### src/rtl/crt_scanline_dimmer_unit_macros.svh
// ----------------------------------------------------------------------------
// CRT scanline dimmer: assertion macros
// Shorthand for the concurrent checks in the top level. They sample on clk_i
// and are held off while rst_ni is low.
// ----------------------------------------------------------------------------
`ifndef CRT_SCANLINE_DIMMER_UNIT_MACROS_SVH
`define CRT_SCANLINE_DIMMER_UNIT_MACROS_SVH

// Consequent must hold in the same cycle as the antecedent.
`define CRTSD_ASSERT_IMP(name, ante, cons, msg) \
  name: assert property (@(posedge clk_i) disable iff (!rst_ni) (ante) |-> (cons)) \
    else $error(msg);

// Consequent must hold in the cycle after the antecedent.
`define CRTSD_ASSERT_NXT(name, ante, cons, msg) \
  name: assert property (@(posedge clk_i) disable iff (!rst_ni) (ante) |=> (cons)) \
    else $error(msg);

`endif

### src/rtl/crtsd_pkg.sv
// ----------------------------------------------------------------------------
// CRT scanline dimmer package
// Shared constants, register indexes and the queue entry type.
// ----------------------------------------------------------------------------
`default_nettype none

package crtsd_pkg;

  localparam int unsigned MAX_ROW_WIDTH_DEF = 4096;
  localparam int unsigned DIM_SHIFT_DEF     = 1;

  localparam int unsigned PIX_W       = 32;
  localparam int unsigned CH_W        = 8;
  localparam int unsigned ROW_WIDTH_W = 13;
  localparam int unsigned CFG_IDX_W   = 2;
  localparam int unsigned CFG_DATA_W  = 13;
  localparam int unsigned QUEUE_DEPTH = 2;

  localparam logic [ROW_WIDTH_W-1:0] ROW_WIDTH_RST = 13'd320;

  // Configuration register indexes.
  localparam logic [CFG_IDX_W-1:0] CFG_SCANLINE_ENABLE = 2'd0;
  localparam logic [CFG_IDX_W-1:0] CFG_ROW_WIDTH       = 2'd1;

  // Luminance weights, scaled by 256.
  localparam logic [CH_W-1:0] LUM_R_COEF = 8'd77;
  localparam logic [CH_W-1:0] LUM_G_COEF = 8'd150;
  localparam logic [CH_W-1:0] LUM_B_COEF = 8'd29;
  localparam logic [CH_W-1:0] CH_MAX     = 8'hFF;

  typedef struct packed {
    logic [PIX_W-1:0] pixel;
    logic             dim;
    logic             odd;
  } crtsd_item_t;

endpackage

`default_nettype wire

### src/rtl/crtsd_front.sv
// ----------------------------------------------------------------------------
// CRT scanline dimmer: front end
// Accepts pixels, tracks column and row parity, and tags each pixel as
// pass-through or dimmed before handing it to the queue.
// ----------------------------------------------------------------------------
`default_nettype none

module crtsd_front import crtsd_pkg::*; #(
  parameter int unsigned MAX_ROW_WIDTH = MAX_ROW_WIDTH_DEF
) (
  input  wire logic                   clk_i,
  input  wire logic                   rst_ni,
  input  wire logic                   in_valid_i,
  input  wire logic [PIX_W-1:0]       pixel_in_i,
  input  wire logic                   start_of_frame_i,
  input  wire logic                   scanline_enable_i,
  input  wire logic [ROW_WIDTH_W-1:0] row_width_i,
  input  wire logic                   q_full_i,
  output logic                        in_stall_o,
  output logic                        push_o,
  output crtsd_item_t                 item_o
);

  localparam int unsigned CntW = $clog2(MAX_ROW_WIDTH);
  localparam int unsigned WW   = (CntW + 1 > ROW_WIDTH_W) ? CntW + 1 : ROW_WIDTH_W;
  localparam logic [WW-1:0] MaxWidth = WW'(MAX_ROW_WIDTH);

  logic [CntW-1:0] col_q, col_d, col_cur;
  logic            par_q, par_d, par_cur;
  logic [WW-1:0]   rw_ext, eff_width, col_inc;
  logic            wrap;

  assign in_stall_o = q_full_i;
  assign push_o     = in_valid_i && !q_full_i;

  always_comb begin
    rw_ext = WW'(row_width_i);
    // A zero width counts as one pixel per row; larger widths saturate.
    if (rw_ext == '0) begin
      eff_width = WW'(1);
    end else if (rw_ext > MaxWidth) begin
      eff_width = MaxWidth;
    end else begin
      eff_width = rw_ext;
    end

    col_cur = start_of_frame_i ? '0 : col_q;
    par_cur = start_of_frame_i ? 1'b0 : par_q;

    col_inc = WW'(col_cur) + WW'(1);
    // A width lowered below the current column also ends the row here.
    wrap    = (col_inc >= eff_width);
    col_d   = wrap ? '0 : col_inc[CntW-1:0];
    par_d   = par_cur ^ wrap;

    item_o.pixel = pixel_in_i;
    item_o.dim   = scanline_enable_i && par_cur;
    item_o.odd   = par_cur;
  end

  always_ff @(posedge clk_i or negedge rst_ni) begin
    if (!rst_ni) begin
      col_q <= '0;
      par_q <= 1'b0;
    end else if (push_o) begin
      col_q <= col_d;
      par_q <= par_d;
    end
  end

endmodule

`default_nettype wire

### src/rtl/crtsd_queue.sv
// ----------------------------------------------------------------------------
// CRT scanline dimmer: decoupling queue
// Short register queue between the front end and the dimming pipeline.
// ----------------------------------------------------------------------------
`default_nettype none

module crtsd_queue import crtsd_pkg::*; (
  input  wire logic        clk_i,
  input  wire logic        rst_ni,
  input  wire logic        push_i,
  input  crtsd_item_t      item_i,
  output logic             full_o,
  input  wire logic        pop_i,
  output logic             valid_o,
  output crtsd_item_t      item_o
);

  localparam int unsigned PtrW = $clog2(QUEUE_DEPTH);
  localparam int unsigned CntW = $clog2(QUEUE_DEPTH + 1);
  localparam logic [PtrW-1:0] LastPtr = PtrW'(QUEUE_DEPTH - 1);

  crtsd_item_t     store_q [QUEUE_DEPTH];
  logic [PtrW-1:0] wr_ptr_q, wr_ptr_d, rd_ptr_q, rd_ptr_d;
  logic [CntW-1:0] cnt_q, cnt_d;

  assign full_o  = (cnt_q == CntW'(QUEUE_DEPTH));
  assign valid_o = (cnt_q != '0);
  assign item_o  = store_q[rd_ptr_q];

  always_comb begin
    wr_ptr_d = wr_ptr_q;
    rd_ptr_d = rd_ptr_q;
    cnt_d    = cnt_q;
    if (push_i) begin
      wr_ptr_d = (wr_ptr_q == LastPtr) ? '0 : wr_ptr_q + PtrW'(1);
    end
    if (pop_i) begin
      rd_ptr_d = (rd_ptr_q == LastPtr) ? '0 : rd_ptr_q + PtrW'(1);
    end
    if (push_i && !pop_i) begin
      cnt_d = cnt_q + CntW'(1);
    end else if (pop_i && !push_i) begin
      cnt_d = cnt_q - CntW'(1);
    end
  end

  always_ff @(posedge clk_i or negedge rst_ni) begin
    if (!rst_ni) begin
      wr_ptr_q <= '0;
      rd_ptr_q <= '0;
      cnt_q    <= '0;
    end else begin
      wr_ptr_q <= wr_ptr_d;
      rd_ptr_q <= rd_ptr_d;
      cnt_q    <= cnt_d;
    end
  end

  always_ff @(posedge clk_i) begin
    if (push_i) begin
      store_q[wr_ptr_q] <= item_i;
    end
  end

endmodule

`default_nettype wire

### src/rtl/crtsd_back.sv
// ----------------------------------------------------------------------------
// CRT scanline dimmer: dimming pipeline
// Two stages: luminance, then the per-channel blend into the output register.
// ----------------------------------------------------------------------------
`default_nettype none

module crtsd_back import crtsd_pkg::*; #(
  parameter int unsigned DIM_SHIFT = DIM_SHIFT_DEF
) (
  input  wire logic        clk_i,
  input  wire logic        rst_ni,
  input  wire logic        q_valid_i,
  input  crtsd_item_t      item_i,
  output logic             pop_o,
  input  wire logic        out_stall_i,
  output logic             out_valid_o,
  output logic [PIX_W-1:0] pixel_out_o,
  output logic             odd_row_o
);

  localparam int unsigned NumCh = 3;

  logic              s1_v_q, s2_v_q;
  crtsd_item_t       s1_item_q;
  logic [CH_W-1:0]   s1_lum_q, lum_d;
  logic [PIX_W-1:0]  s2_pix_q, blend_pix;
  logic              s2_odd_q;
  logic              en1, en2;
  logic [2*CH_W-1:0] lum_sum;
  logic [CH_W-1:0]   ch_val, ch_half;
  logic [2*CH_W:0]   mix;

  assign en2   = !s2_v_q || !out_stall_i;
  assign en1   = !s1_v_q || en2;
  assign pop_o = q_valid_i && en1;

  always_comb begin
    lum_sum = (2*CH_W)'(item_i.pixel[31:24]) * (2*CH_W)'(LUM_R_COEF)
            + (2*CH_W)'(item_i.pixel[23:16]) * (2*CH_W)'(LUM_G_COEF)
            + (2*CH_W)'(item_i.pixel[15:8])  * (2*CH_W)'(LUM_B_COEF);
    lum_d   = lum_sum[2*CH_W-1:CH_W];
  end

  // Red, green and blue sit in the top three bytes; alpha passes through.
  always_comb begin
    ch_val  = '0;
    ch_half = '0;
    mix     = '0;
    blend_pix = s1_item_q.pixel;
    for (int i = 0; i < NumCh; i++) begin
      ch_val  = s1_item_q.pixel[CH_W*(i+1) +: CH_W];
      ch_half = ch_val >> DIM_SHIFT;
      mix     = (2*CH_W+1)'(ch_half) * (2*CH_W+1)'(CH_MAX - s1_lum_q)
              + (2*CH_W+1)'(ch_val) * (2*CH_W+1)'(s1_lum_q);
      blend_pix[CH_W*(i+1) +: CH_W] = mix[2*CH_W-1:CH_W];
    end
  end

  always_ff @(posedge clk_i or negedge rst_ni) begin
    if (!rst_ni) begin
      s1_v_q <= 1'b0;
      s2_v_q <= 1'b0;
    end else begin
      if (en1) begin
        s1_v_q <= q_valid_i;
      end
      if (en2) begin
        s2_v_q <= s1_v_q;
      end
    end
  end

  always_ff @(posedge clk_i) begin
    if (pop_o) begin
      s1_item_q <= item_i;
      s1_lum_q  <= lum_d;
    end
    if (en2 && s1_v_q) begin
      s2_pix_q <= s1_item_q.dim ? blend_pix : s1_item_q.pixel;
      s2_odd_q <= s1_item_q.odd;
    end
  end

  assign out_valid_o = s2_v_q;
  assign pixel_out_o = s2_pix_q;
  assign odd_row_o   = s2_odd_q;

endmodule

`default_nettype wire

### src/rtl/crt_scanline_dimmer_unit.sv
// ----------------------------------------------------------------------------
// CRT scanline dimmer unit
// Pixels enter on a valid/stall channel with a start-of-frame mark and leave
// on a second valid/stall channel with an odd-row flag. A transaction on the
// input moves one RGBA8888 pixel; each produces exactly one output
// transaction, in order. On odd rows, with scanlines enabled, each colour
// channel is blended between its value shifted right by DIM_SHIFT (half
// by default) and its full value by the pixel luminance. A pixel is
// written into the queue at its input edge, then passes through the
// luminance stage into the blend/output register, which drives output
// valid. Throughput is one pixel per cycle while the output is not
// stalled; a two-entry queue separates the front end from the pipeline. A
// stall on the output freezes the pipeline, the queue then fills and
// in_stall_o rises. Reset clears the column count, row parity, queue and
// pipeline valid bits, disables scanlines and sets the row width to 320.
// Configuration writes take effect at once and belong in idle periods.
// ----------------------------------------------------------------------------
`default_nettype none

`include "crt_scanline_dimmer_unit_macros.svh"

module crt_scanline_dimmer_unit import crtsd_pkg::*; #(
  parameter int unsigned MAX_ROW_WIDTH = MAX_ROW_WIDTH_DEF,
  parameter int unsigned DIM_SHIFT     = DIM_SHIFT_DEF
) (
  input  wire logic                  clk_i,
  input  wire logic                  rst_ni,
  input  wire logic                  cfg_we_i,
  input  wire logic [CFG_IDX_W-1:0]  cfg_idx_i,
  input  wire logic [CFG_DATA_W-1:0] cfg_wdata_i,
  input  wire logic                  in_valid_i,
  output logic                       in_stall_o,
  input  wire logic [PIX_W-1:0]      pixel_in_i,
  input  wire logic                  start_of_frame_i,
  output logic                       out_valid_o,
  input  wire logic                  out_stall_i,
  output logic [PIX_W-1:0]           pixel_out_o,
  output logic                       odd_row_o
);

  logic                   scanline_enable_q;
  logic [ROW_WIDTH_W-1:0] row_width_q;
  logic                   push, q_full, q_valid, pop;
  crtsd_item_t            push_item, pop_item;

  always_ff @(posedge clk_i or negedge rst_ni) begin
    if (!rst_ni) begin
      scanline_enable_q <= 1'b0;
      row_width_q       <= ROW_WIDTH_RST;
    end else if (cfg_we_i) begin
      case (cfg_idx_i)
        CFG_SCANLINE_ENABLE: scanline_enable_q <= cfg_wdata_i[0];
        CFG_ROW_WIDTH:       row_width_q       <= cfg_wdata_i[ROW_WIDTH_W-1:0];
        default: ;
      endcase
    end
  end

  crtsd_front #(
    .MAX_ROW_WIDTH(MAX_ROW_WIDTH)
  ) u_front (
    .clk_i            (clk_i),
    .rst_ni           (rst_ni),
    .in_valid_i       (in_valid_i),
    .pixel_in_i       (pixel_in_i),
    .start_of_frame_i (start_of_frame_i),
    .scanline_enable_i(scanline_enable_q),
    .row_width_i      (row_width_q),
    .q_full_i         (q_full),
    .in_stall_o       (in_stall_o),
    .push_o           (push),
    .item_o           (push_item)
  );

  crtsd_queue u_queue (
    .clk_i  (clk_i),
    .rst_ni (rst_ni),
    .push_i (push),
    .item_i (push_item),
    .full_o (q_full),
    .pop_i  (pop),
    .valid_o(q_valid),
    .item_o (pop_item)
  );

  crtsd_back #(
    .DIM_SHIFT(DIM_SHIFT)
  ) u_back (
    .clk_i      (clk_i),
    .rst_ni     (rst_ni),
    .q_valid_i  (q_valid),
    .item_i     (pop_item),
    .pop_o      (pop),
    .out_stall_i(out_stall_i),
    .out_valid_o(out_valid_o),
    .pixel_out_o(pixel_out_o),
    .odd_row_o  (odd_row_o)
  );

  `CRTSD_ASSERT_IMP(a_sof_even_row, push && start_of_frame_i, !push_item.odd, "SOF pixel not on even row")
  `CRTSD_ASSERT_IMP(a_dim_needs_odd, push && push_item.dim, push_item.odd && scanline_enable_q, "dim tag without odd row and enable")
  `CRTSD_ASSERT_IMP(a_pop_nonempty, pop, q_valid, "queue popped while empty")
  `CRTSD_ASSERT_NXT(a_push_visible, push && !pop, q_valid, "pushed entry not visible in queue")

endmodule

`default_nettype wire
### config.mk
export PLATFORM = sky130hd
export DESIGN_NAME = crt_scanline_dimmer_unit
export DESIGN_NICKNAME = d
export VERILOG_FILES = /design/src/rtl/crtsd_pkg.sv /design/src/rtl/crtsd_front.sv /design/src/rtl/crtsd_queue.sv /design/src/rtl/crtsd_back.sv /design/src/rtl/crt_scanline_dimmer_unit.sv
export VERILOG_INCLUDE_DIRS = /design/src /design/src/rtl
export SDC_FILE = /design/constraint.sdc
export NUM_CORES = 1
export LEC_CHECK = 0
export BUFFER_PORTS_ARGS = -buffer_cell sky130_fd_sc_hd__buf_2
export CORE_UTILIZATION = 45
export CTS_BUF_LIST = sky130_fd_sc_hd__clkbuf_4 sky130_fd_sc_hd__clkbuf_8
export DETAILED_ROUTE_END_ITERATION = 12
export HOLD_SLACK_MARGIN = 0.12
export SYNTH_ARGS = -nofsm -noshare
export SYNTH_HDL_FRONTEND = slang
export SYNTH_SLANG_ARGS = --single-unit
### constraint.sdc
create_clock -name clk_i -period 9.6 [get_ports clk_i]
set_input_delay 1.92 -clock clk_i [delete_from_list [all_inputs] [get_ports clk_i]]
set_output_delay 1.92 -clock clk_i [all_outputs]
set_load 0.05 [all_outputs]
Word-level counts from Yosys, hierarchy flattened --
Memories as Yosys holds them, arrays and structs flattened. Index checks and enable logic that the tools add are counted.
Storage, ports and cells: bits in registers 108, RAM bits 68, output and inout port bits 35, word-level logic and storage cells 73, memories 1
Operators by class: add/sub/neg operators 11, multiply operators 9, order comparisons 2, equality and inequality tests 2, muxes and demuxes 12, bitwise gates (word level) 1, reduce and logical (&&, ||, !) cells 20
Memory list:
- u_queue.store_q | words 2, bits a word 34, read ports 1, clocked after Yosys merged registers in 0, wr ports 1, line crtsd_queue.sv:22 | crtsd_item_t store_q [QUEUE_DEPTH];
Operator list (count):
- $mul A7 B17 Y16 | 3
- $add A16 B16 Y16 | 3
- $mul A8 B8 Y16 | 3
- $mux W32 | 1
- $mul A8 B7 Y15 const B | 2
- $mux W13 | 2
- $mux W12 | 2
- $add A15 B16 Y16 | 1
- $add A16 B13 Y16 | 1
- $add A12 B1 Y13 const B | 1
- $ge A13 B13 Y1 | 1
- $gt A13 B13 Y1 const B | 1
- $logic_not A13 Y1 | 1
- $mul A8 B5 Y13 const B | 1
- $sub A8 B8 Y9 const A | 1
- $logic_and A1 B1 Y1 | 6
- $logic_not A1 Y1 | 6
- $mux W1 | 5
- $mux W2 | 2
- $reduce_and A2 Y1 | 2
- $reduce_bool A2 Y1 | 2
- $add A1 B1 Y1 const B | 2
- $add A2 B1 Y2 const B | 1
- $eq A2 B1 Y1 const B | 1
- 5 further kinds | 6

Longest topological paths before layout --
Gate-level depths: netlist of the first run.
depth after elaboration 7, depth in mapped cells 28, depth with buffers taken out 26

By module --
A second synthesis of the first run with hierarchy kept.
Unflattened totals: cells, all modules 2083, area total of the unflattened synthesis 22187.5 um^2
Modules (own cells, without submodules):
- crtsd_back | times used 1, cells each 1752, area each 17380.4 um^2
- crtsd_queue | times used 1, cells each 122, area each 2793.9 um^2
- crtsd_front | times used 1, cells each 178, area each 1426.4 um^2
- crt_scanline_dimmer_unit | times used 1, cells each 31, area each 586.8 um^2

Least setup slack after synthesis of the first run --
OpenSTA, ideal clock, no wires.
kind flip-flop to flip-flop, start point register u_queue.rd_ptr_q, end point register u_back.s1_lum_q[7], data pin, library setup time 0.260 ns, arrival 6.561 ns, required time 9.340 ns, path slack 2.779 ns, cell stages (with the launch flop) 29, period minus slack after synthesis 6.821 ns, path through dfrtp_1 > buf_4 > clkbuf_1 > mux2i_1 > inv_1 > ha_1 > ha_1 > inv_1 > fa_1 > fa_1 > inv_1 > ha_1 > nand3_1 > o21bai_1 > nor2_1 > xnor2_1 > ha_1 > fa_1 > inv_1 > fa_1 > fa_1 > inv_1 > ha_1 > o21a_1 > nor2_1 > a21oi_2 > a211o_1 > a21oi_2 > xnor2_1
RTL lines:
- start: declaration | line crtsd_queue.sv:23 | logic [PtrW-1:0] wr_ptr_q, wr_ptr_d, rd_ptr_q, rd_ptr_d;
- start signal: assignment | line crtsd_queue.sv:54 | rd_ptr_q <= rd_ptr_d;
- end signal: assignment | line crtsd_back.sv:76 | s1_lum_q <= lum_d;
- end: declaration | line crtsd_back.sv:25 | logic [CH_W-1:0] s1_lum_q, lum_d;

==> results of run 1 <==
==> worst min path at each step <==
stage	end	slack, ns	cells past startpoint
after floorplan	u_back.odd_row_o$_DFFE_PP_	0.40	0
final	u_back.pixel_out_o[5]$_DFFE_PP_	0.43	0
after global placement	u_back.pixel_out_o[2]$_DFFE_PP_	0.40	0
after detailed placement	u_back.odd_row_o$_DFFE_PP_	0.41	0
after global routing	u_back.pixel_out_o[2]$_DFFE_PP_	0.44	0
after CTS	u_back.odd_row_o$_DFFE_PP_	0.42	0
==> cells by family after synthesis <==
group / after synthesis / share of synthesized area, %
AOI/OAI and AO/OA: 131 / 4.398
adders and majority gates: 583 / 45.11
muxes: 65 / 3.384
xor gates and xnor gates: 59 / 2.406
buffers and inverters: 485 / 8.498
other: 1 / 0.01746
and+or+nand+nor: 490 / 12.34
DFF: 176 / 23.85
==> sequential cells by signal, summed over array words and instances, names as in the netlist <==
| signal | cells |
|---|---|
| row_width_q | 13 |
| scanline_enable_q | 1 |
| u_back.blend_pix | 8 |
| u_back.ch_half | 7 |
| u_back.ch_val | 1 |
| u_back.odd_row_o | 1 |
| u_back.out_valid_o | 1 |
| u_back.pixel_out_o | 32 |
| u_back.s1_item_q | 18 |
| u_back.s1_lum_q | 8 |
| u_back.s1_v_q | 1 |
| u_front.col_q | 12 |
| u_front.par_q | 1 |
| u_queue.cnt_q | 2 |
| u_queue.rd_ptr_q | 1 |
| u_queue.store_q | 68 |
| u_queue.wr_ptr_q | 1 |
==> metal layers <==
| layer | vias up | routed length [um] | track usage, % |
|---|---|---|---|
| li1 | 6317 | - | - |
| met1 | 6831 | 20160 | 26.26 |
| met2 | 135 | 21700 | 34.10 |
| met3 | 36 | 1204 | 3.134 |
| met4 | 2 | 561 | 5.126 |
| met5 | - | 10 | 0 |
==> stage by stage <==
stage	area, sq um	hold slack, ns
floorplan	21490	0.4003
finish	22940	0.4317
CTS	22940	0.4243
global route	22940	0.4365
detailed placement	22500	0.4135
global placement	22500	0.4030
==> placed cells by master, fill, tap and decap left out, types with 7 or more instances in the layout <==
cell      instances
o21ai_0          14
a21oi_1          30
xnor2_1          40
nor2b_1          68
buf_4            11
mux2_2           57
nand2_1         119
and2_1          115
nand3_1          12
o21bai_1          8
inv_1           409
dfrtp_1          31
nor2_1           47
o21a_1           10
buf_2            87
nand2b_1         98
a21o_1           14
edfxtp_1        143
xor2_1           19
clkbuf_8         17
fa_1            319
mux2i_1           7
ha_1            264
==> layout make-up <==
type | count | share of cell area [%]
diodes | 1 | 0.01091
clock buffers | 17 | 1.020
clock inverters | 15 | 0.8781
inverters | 411 | 6.725
multi-input cells | 1331 | 63.47
flip-flops and latches | 176 | 22.33
well taps | 607 | 3.311
repair buffers | 98 | 2.258
==> summary.md, run 1 <==
| Metric | Value |
|---|---|
| Min Tclk post-route | `7.258 ns` |
| Failing checks | `design-rule violations` |
| CTS max path bufs | `2` |
| R2R setup slack | `between 2 and 2.5 ns` |
| CP max stage cell | `dfrtp_1` |
| Hold_sp | `u_back.blend_pix[5]$_DFFE_PP_` |
| Yosys cell types | `between 60 and 70` |
| All-Layer GR Usage | `approximately 20%` |
| Die Width | `220.5 um` |
| Slew @ Worst Pin | `1.020 ns` |
| Routed wire length per instance | `~16 um` |
| Crit Path Max Fanout | `20` |
| CTS Sinks | `176` |
| #FFs+latches synth | `approximately 180` |
| Post-synth EDFFs | `~140` |
| Initial DRC count | `between 500 and 600` |
| Worst r2r dst | `u_back.s1_lum_q[7]$_DFFE_PP_` |
| Worst setup path endpoint | `u_back.s1_lum_q[7]$_DFFE_PP_` |
| DP HPWL | `between 30000 and 40000 um` |
| DR vias/cell | `about 5` |
| Mapped cell area | `~21000 sq um` |
| Storage cell area | `around 5100 sq um` |
| # fillers | `between 4000 and 5000` |
| Final ANT Viol Nets | `0` |
| CP Capture Type | `flop` |
| Vias | `between 10000 and 15000` |
| Routed Wire Length | `about 44000 um` |
| Die H | `between 200 and 250 um` |
| Critical path class | `flop to flop` |
| Placement row count | `a little under 80` |
| Mapped Avg Cell Area | `between 10 and 15 sq um` |
| Worst rel slew slack | `between 30% and 40%` |
| Dpl ws | `2.313 ns` |
| Tightest Hold Check Type | `flop to flop` |
| Most frequent cell after synthesis | `inv_1` |
| Slowest stage delay, CP | `~0.9 ns` |
| Buffers on Ports | `87` |
| Final GP Congestion | `between 0.7 and 0.8` |
| Layout area overhead | `6.798%` |
| RSZ-0062 raised after global routing | `no` |
| Count of pins over their slew limit | `0` |
| Hold Vio Cnt, Final | `0` |
| Ys Warns | `0` |
| Antenna violations before repair | `2` |
| Total grt overflow | `0` |
| Vias in the first global route | `roughly 15000` |
| # setup viols final | `0` |
| Core Util, Final | `about 50%` |
| Yosys top cell area share | `29.73%` |
| First-pass GRT wire length | `roughly 75000 um` |
| Final worst slack | `about 2.3 ns` |
| # DRC | `2` |
| Non-filler cells, final | `between 2000 and 3000` |
| Cells after Synth | `just under 2000` |
| Maxcap violations | `0` |
| Data arrival, critical path | `roughly 7.6 ns` |
| Io pins | `88` |
| Nets | `2671` |
| CP Launch Point | `u_queue.rd_ptr_q$_DFFE_PN0P_` |
| Async S/R FF share, synth | `between 10% and 20%` |
| Synth top area cells | `fa_1 (30%), edfxtp_1 (20%), ha_1 (15%)` |
| CTS root buf | `clkbuf_8` |
| Post-CTS Hold Fix Bufs | `0` |
| FF-to-FF path depth | `26` |
| # Post-CTS Setup Buffers | `0` |
| Seq/Total Area, Yosys | `around a quarter` |
| H-tree Lvls | `4` |
| Total number of cells along the worst setup path | `26` |
| Synth area leader | `fa_1` |
| Buf+Inv Stages, Crit Path | `5` |
| Period utilization | `75.60%` |
| CTS tree | `done` |
| Pin count of the biggest net entering global routing | `between 40 and 50` |
| Core ar. | `roughly 47000 sq um` |
| Placed Cells | `between 2000 and 3000` |
| Status | `finished, violations left` |
| Setup crit start kind | `flop` |
| Area of the multi-input gates | `about 15000 sq um` |
| Main flop type after synthesis | `edfxtp_1` |
| RR Startpoint | `u_queue.rd_ptr_q$_DFFE_PN0P_` |
| Post-CTS Resized | `0` |
| FMAX | `about 140 MHz` |
| Clock-pin transition on the worst setup and hold timing paths | `0.11 ns` |
| Req. time, crit path | `roughly 9.9 ns` |
| Die area | `between 40000 and 50000 sq um` |
| TNS Setup | `0 ns` |
| CTS buffer count | `17` |
| CP delay by family, top | `adder cells` |
| Clk_lat worst skew | `0.58 ns` |
| Final Skew | `~0.041 ns` |
| Post-synth top cells | `inv_1 (410), fa_1 (319), ha_1 (264), edfxtp_1 (143), nand2_1 (119)` |
| Starting Density | `between 40% and 50%` |
| Layout cells sized above 1 | `10.50%` |
| Drt first pass iters | `8` |
Power of run 1 is left out: the tool's default activity adds up to more than one toggle a clock period on the data nets, which glitch-free logic cannot reach.
==> inputs of run 2 (changes only) <==
--- a/config.mk
+++ b/config.mk
@@ -6,6 +6,7 @@
 export SDC_FILE = /design/constraint.sdc
 export NUM_CORES = 1
 export LEC_CHECK = 0
+export ABC_AREA = 1
 export BUFFER_PORTS_ARGS = -buffer_cell sky130_fd_sc_hd__buf_2
 export CORE_UTILIZATION = 45
 export CTS_BUF_LIST = sky130_fd_sc_hd__clkbuf_4 sky130_fd_sc_hd__clkbuf_8
==> constraint.sdc (replaced) <==
create_clock -name clk_i -period 6.6 [get_ports clk_i]
set_input_delay 1.32 -clock clk_i [delete_from_list [all_inputs] [get_ports clk_i]]
set_output_delay 1.32 -clock clk_i [all_outputs]
set_load 0.05 [all_outputs]
==> summary.md, run 2 <==
| Metric | Value |
|---|---|
| Crit Path Max Fanout | `4` |
| Cells after Synth | `2576` |
| Maxcap violations | `0` |
| Layout cells sized above 1 | `under 10%` |
| #FFs+latches synth | `between 150 and 200` |
| CP Capture Type | `flop` |
| Synth top area cells | `fa_1 (28%), edfxtp_1 (19%), ha_1 (15%)` |
| Slew @ Worst Pin | `between 1 and 1.5 ns` |
| Req. time, crit path | `6.88 ns` |
| Dpl ws | `-0.04375 ns` |
| Synth area leader | `fa_1` |
| Main flop type after synthesis | `edfxtp_1` |
| Status | `completed` |
| Most common cell after layout, fill and taps aside | `nand2_1` |
| DP HPWL | `between 30000 and 40000 um` |
| Seq/Total Area, Yosys | `22.83%` |
| Yosys cell types | `between 40 and 50` |
| Placement row count | `between 80 and 90` |
| Layout area overhead | `8.772%` |
| Slowest stage delay, CP | `~0.57 ns` |
| Drt first pass iters | `5` |
| Tightest Hold Check Type | `flop to flop` |
| Io pins | `88` |
| Most frequent cell after synthesis | `nand2_1` |
| Ant diodes | `0` |
| First-pass GRT wire length | `roughly 85000 um` |
| Mapped cell area | `between 20000 and 25000 sq um` |
| Largest Register | `u_queue.store_q` |
| Final GP Congestion | `0.8481` |
| Vias | `around 16000` |
| Nets | `between 3000 and 4000` |
| Setup crit start kind | `flop` |
| Worst rel slew slack | `32.65%` |
| CTS max path bufs | `2` |
| CTS tree | `done` |
| CTS Sinks | `between 150 and 200` |
| Clk_lat worst skew | `approximately 0.54 ns` |
| Routed wire length per instance | `15.25 um` |
| Routed Wire Length | `between 50000 and 60000 um` |
| Buffers on Ports | `87` |
| Post-synth EDFFs | `roughly 140` |
| Clock-pin transition on the worst setup and hold timing paths | `0.11 ns` |
| # DRC | `0` |
| Count of pins over their slew limit | `0` |
| Hold Vio Cnt, Final | `0` |
| Yosys top cell area share | `around 28%` |
| Post-synth top cells | `nand2_1 (651), inv_1 (621), fa_1 (319), ha_1 (264), edfxtp_1 (143)` |
| Data arrival, critical path | `roughly 6.6 ns` |
| CTS root buf | `clkbuf_8` |
| Final worst slack | `between 0.2 and 0.3 ns` |
| H-tree Lvls | `4` |
| DR vias/cell | `about 5` |
| # setup viols final | `0` |
| CP max stage cell | `fa_2` |
| Core ar. | `between 40000 and 50000 sq um` |
| Die area | `between 50000 and 60000 sq um` |
| Min Tclk post-route | `6.324 ns` |
| All-Layer GR Usage | `between 20 and 25%` |
| FMAX | `158.1 MHz` |
| Pin count of the biggest net entering global routing | `43` |
| Most frequent cells in the layout | `nand2_1 (647), inv_1 (618), fa_1 (317)` |
| Total grt overflow | `0` |
| Initial DRC count | `approximately 800` |
| Die H | `around 230 um` |
| Antenna violations before repair | `0` |
| Critical path class | `flop to flop` |
| Final ANT Viol Nets | `0` |
| Async S/R FF share, synth | `a little under a fifth` |
| CTS buffer count | `17` |
| Die Width | `225.3 um` |
| Starting Density | `a little under half` |
| Vias in the first global route | `about 17000` |
| Ys Warns | `0` |
| Final Skew | `roughly 0.022 ns` |
| Mapped Avg Cell Area | `between 8 and 9 sq um` |
| Post-CTS Hold Fix Bufs | `0` |
| Largest register FFs | `68` |
| Period utilization | `95.82%` |
-- run 2: cell types whose count changed after synthesis, moves of 28 or more --
cell / previous run / this run
a21oi_1: 30 / 66
and2_1: 115 / 5
inv_1: 410 / 621
mux2_2: 57 / 11
nand2_1: 119 / 651
nand2b_1: 98 / 0
nand3_1: 12 / 84
nor2_1: 48 / 141
nor2b_1: 68 / 0
o21ai_0: 14 / 42
-- run 2: through the flow --
step | cell area, sq um | cells | utilization (%) | setup TNS, ns | hold WS, ns
6_report | 24400 | 3334 | 49.75 | 0 | 0.4314
5_1_grt | 24400 | 3334 | 49.75 | -0.02398 | 0.4357
4_1_cts | 24210 | 3331 | 49.35 | -0.001479 | 0.4289
3_5_place_dp | 23800 | 3299 | 48.51 | -0.06402 | 0.4045
3_3_place_gp | 23800 | 3299 | 48.51 | 0 | 0.4039
2_1_floorplan | 22450 | 2578 | - | 0 | 0.4003
-- run 2: final cells by class --
| cell class | count | area, sq um |
|---|---|---|
| sequential | 176 | 5122 |
| clock buffer | 19 | 255.2 |
| fill | 4691 | 24650 |
| tap | 664 | 830.8 |
| timing repair buffer | 137 | 827.0 |
| inverter | 628 | 2365 |
| multi-input combinational | 1697 | 14870 |
| clock inverter | 13 | 136.4 |
-- run 2: kinds of logic after synthesis --
group	count (synthesis)	synth area share [%]
and+or+nand+nor	933	16.95
buffers and inverters	705	11.89
muxes	11	0.5521
AOI/OAI and AO/OA	134	3.257
adders and majority gates	583	43.19
xor gates and xnor gates	33	1.322
other	1	0.01671
DFF	176	22.83
-- run 2: worst max-delay path: cells and delay by family, from the launching register on --
family,cells,cell delay (ns)
AO/OA/AOI/OAI,5,0.59
XOR/XNOR,2,0.27
adder cells (fa/ha/maj),10,3.72
buffers and inverters,8,0.61
flip-flops,1,0.38
AND/OR/NAND/NOR,4,0.48
-- run 2: routing by layer --
layer / share of wire, % / global-route usage, % / wire [um] / vias to the layer above
li1: - / - / - / 7929
met1: 46 / 29.37 / 23640 / 7974
met2: 48 / 35.85 / 24350 / 322
met3: 3.8 / 2.712 / 1934 / 54
met4: 1.8 / 6.013 / 918 / 0
met5: 0 / 0 / 0 / -
-- run 2: worst paths after layout --
kind,slack (ns),endpoint,depth (start not counted),from
min in group asynchronous,0.86,row_width_q[11]$_DFFE_PN0P_,1,rst_ni
worst min-delay path,0.43,u_back.pixel_out_o[4]$_DFFE_PP_,0,u_back.blend_pix[4]$_DFFE_PP_
max in group asynchronous,5.23,u_queue.rd_ptr_q$_DFFE_PN0P_,1,rst_ni
worst min register to register,0.43,u_back.pixel_out_o[4]$_DFFE_PP_,0,u_back.blend_pix[4]$_DFFE_PP_
worst max register to register,0.28,u_back.s1_lum_q[4]$_DFFE_PP_,29,u_queue.rd_ptr_q$_DFFE_PN0P_
worst max-delay path,0.28,u_back.s1_lum_q[4]$_DFFE_PP_,29,u_queue.rd_ptr_q$_DFFE_PN0P_
-- run 2: what timing repair did --
item / in CTS / in global routing
pin swaps: 1 / 19
buffers inserted: 0 / 3
setup endpoints to repair: 4 / 7
resized for setup: 8 / 40
Power of run 2 is left out for the same reason.
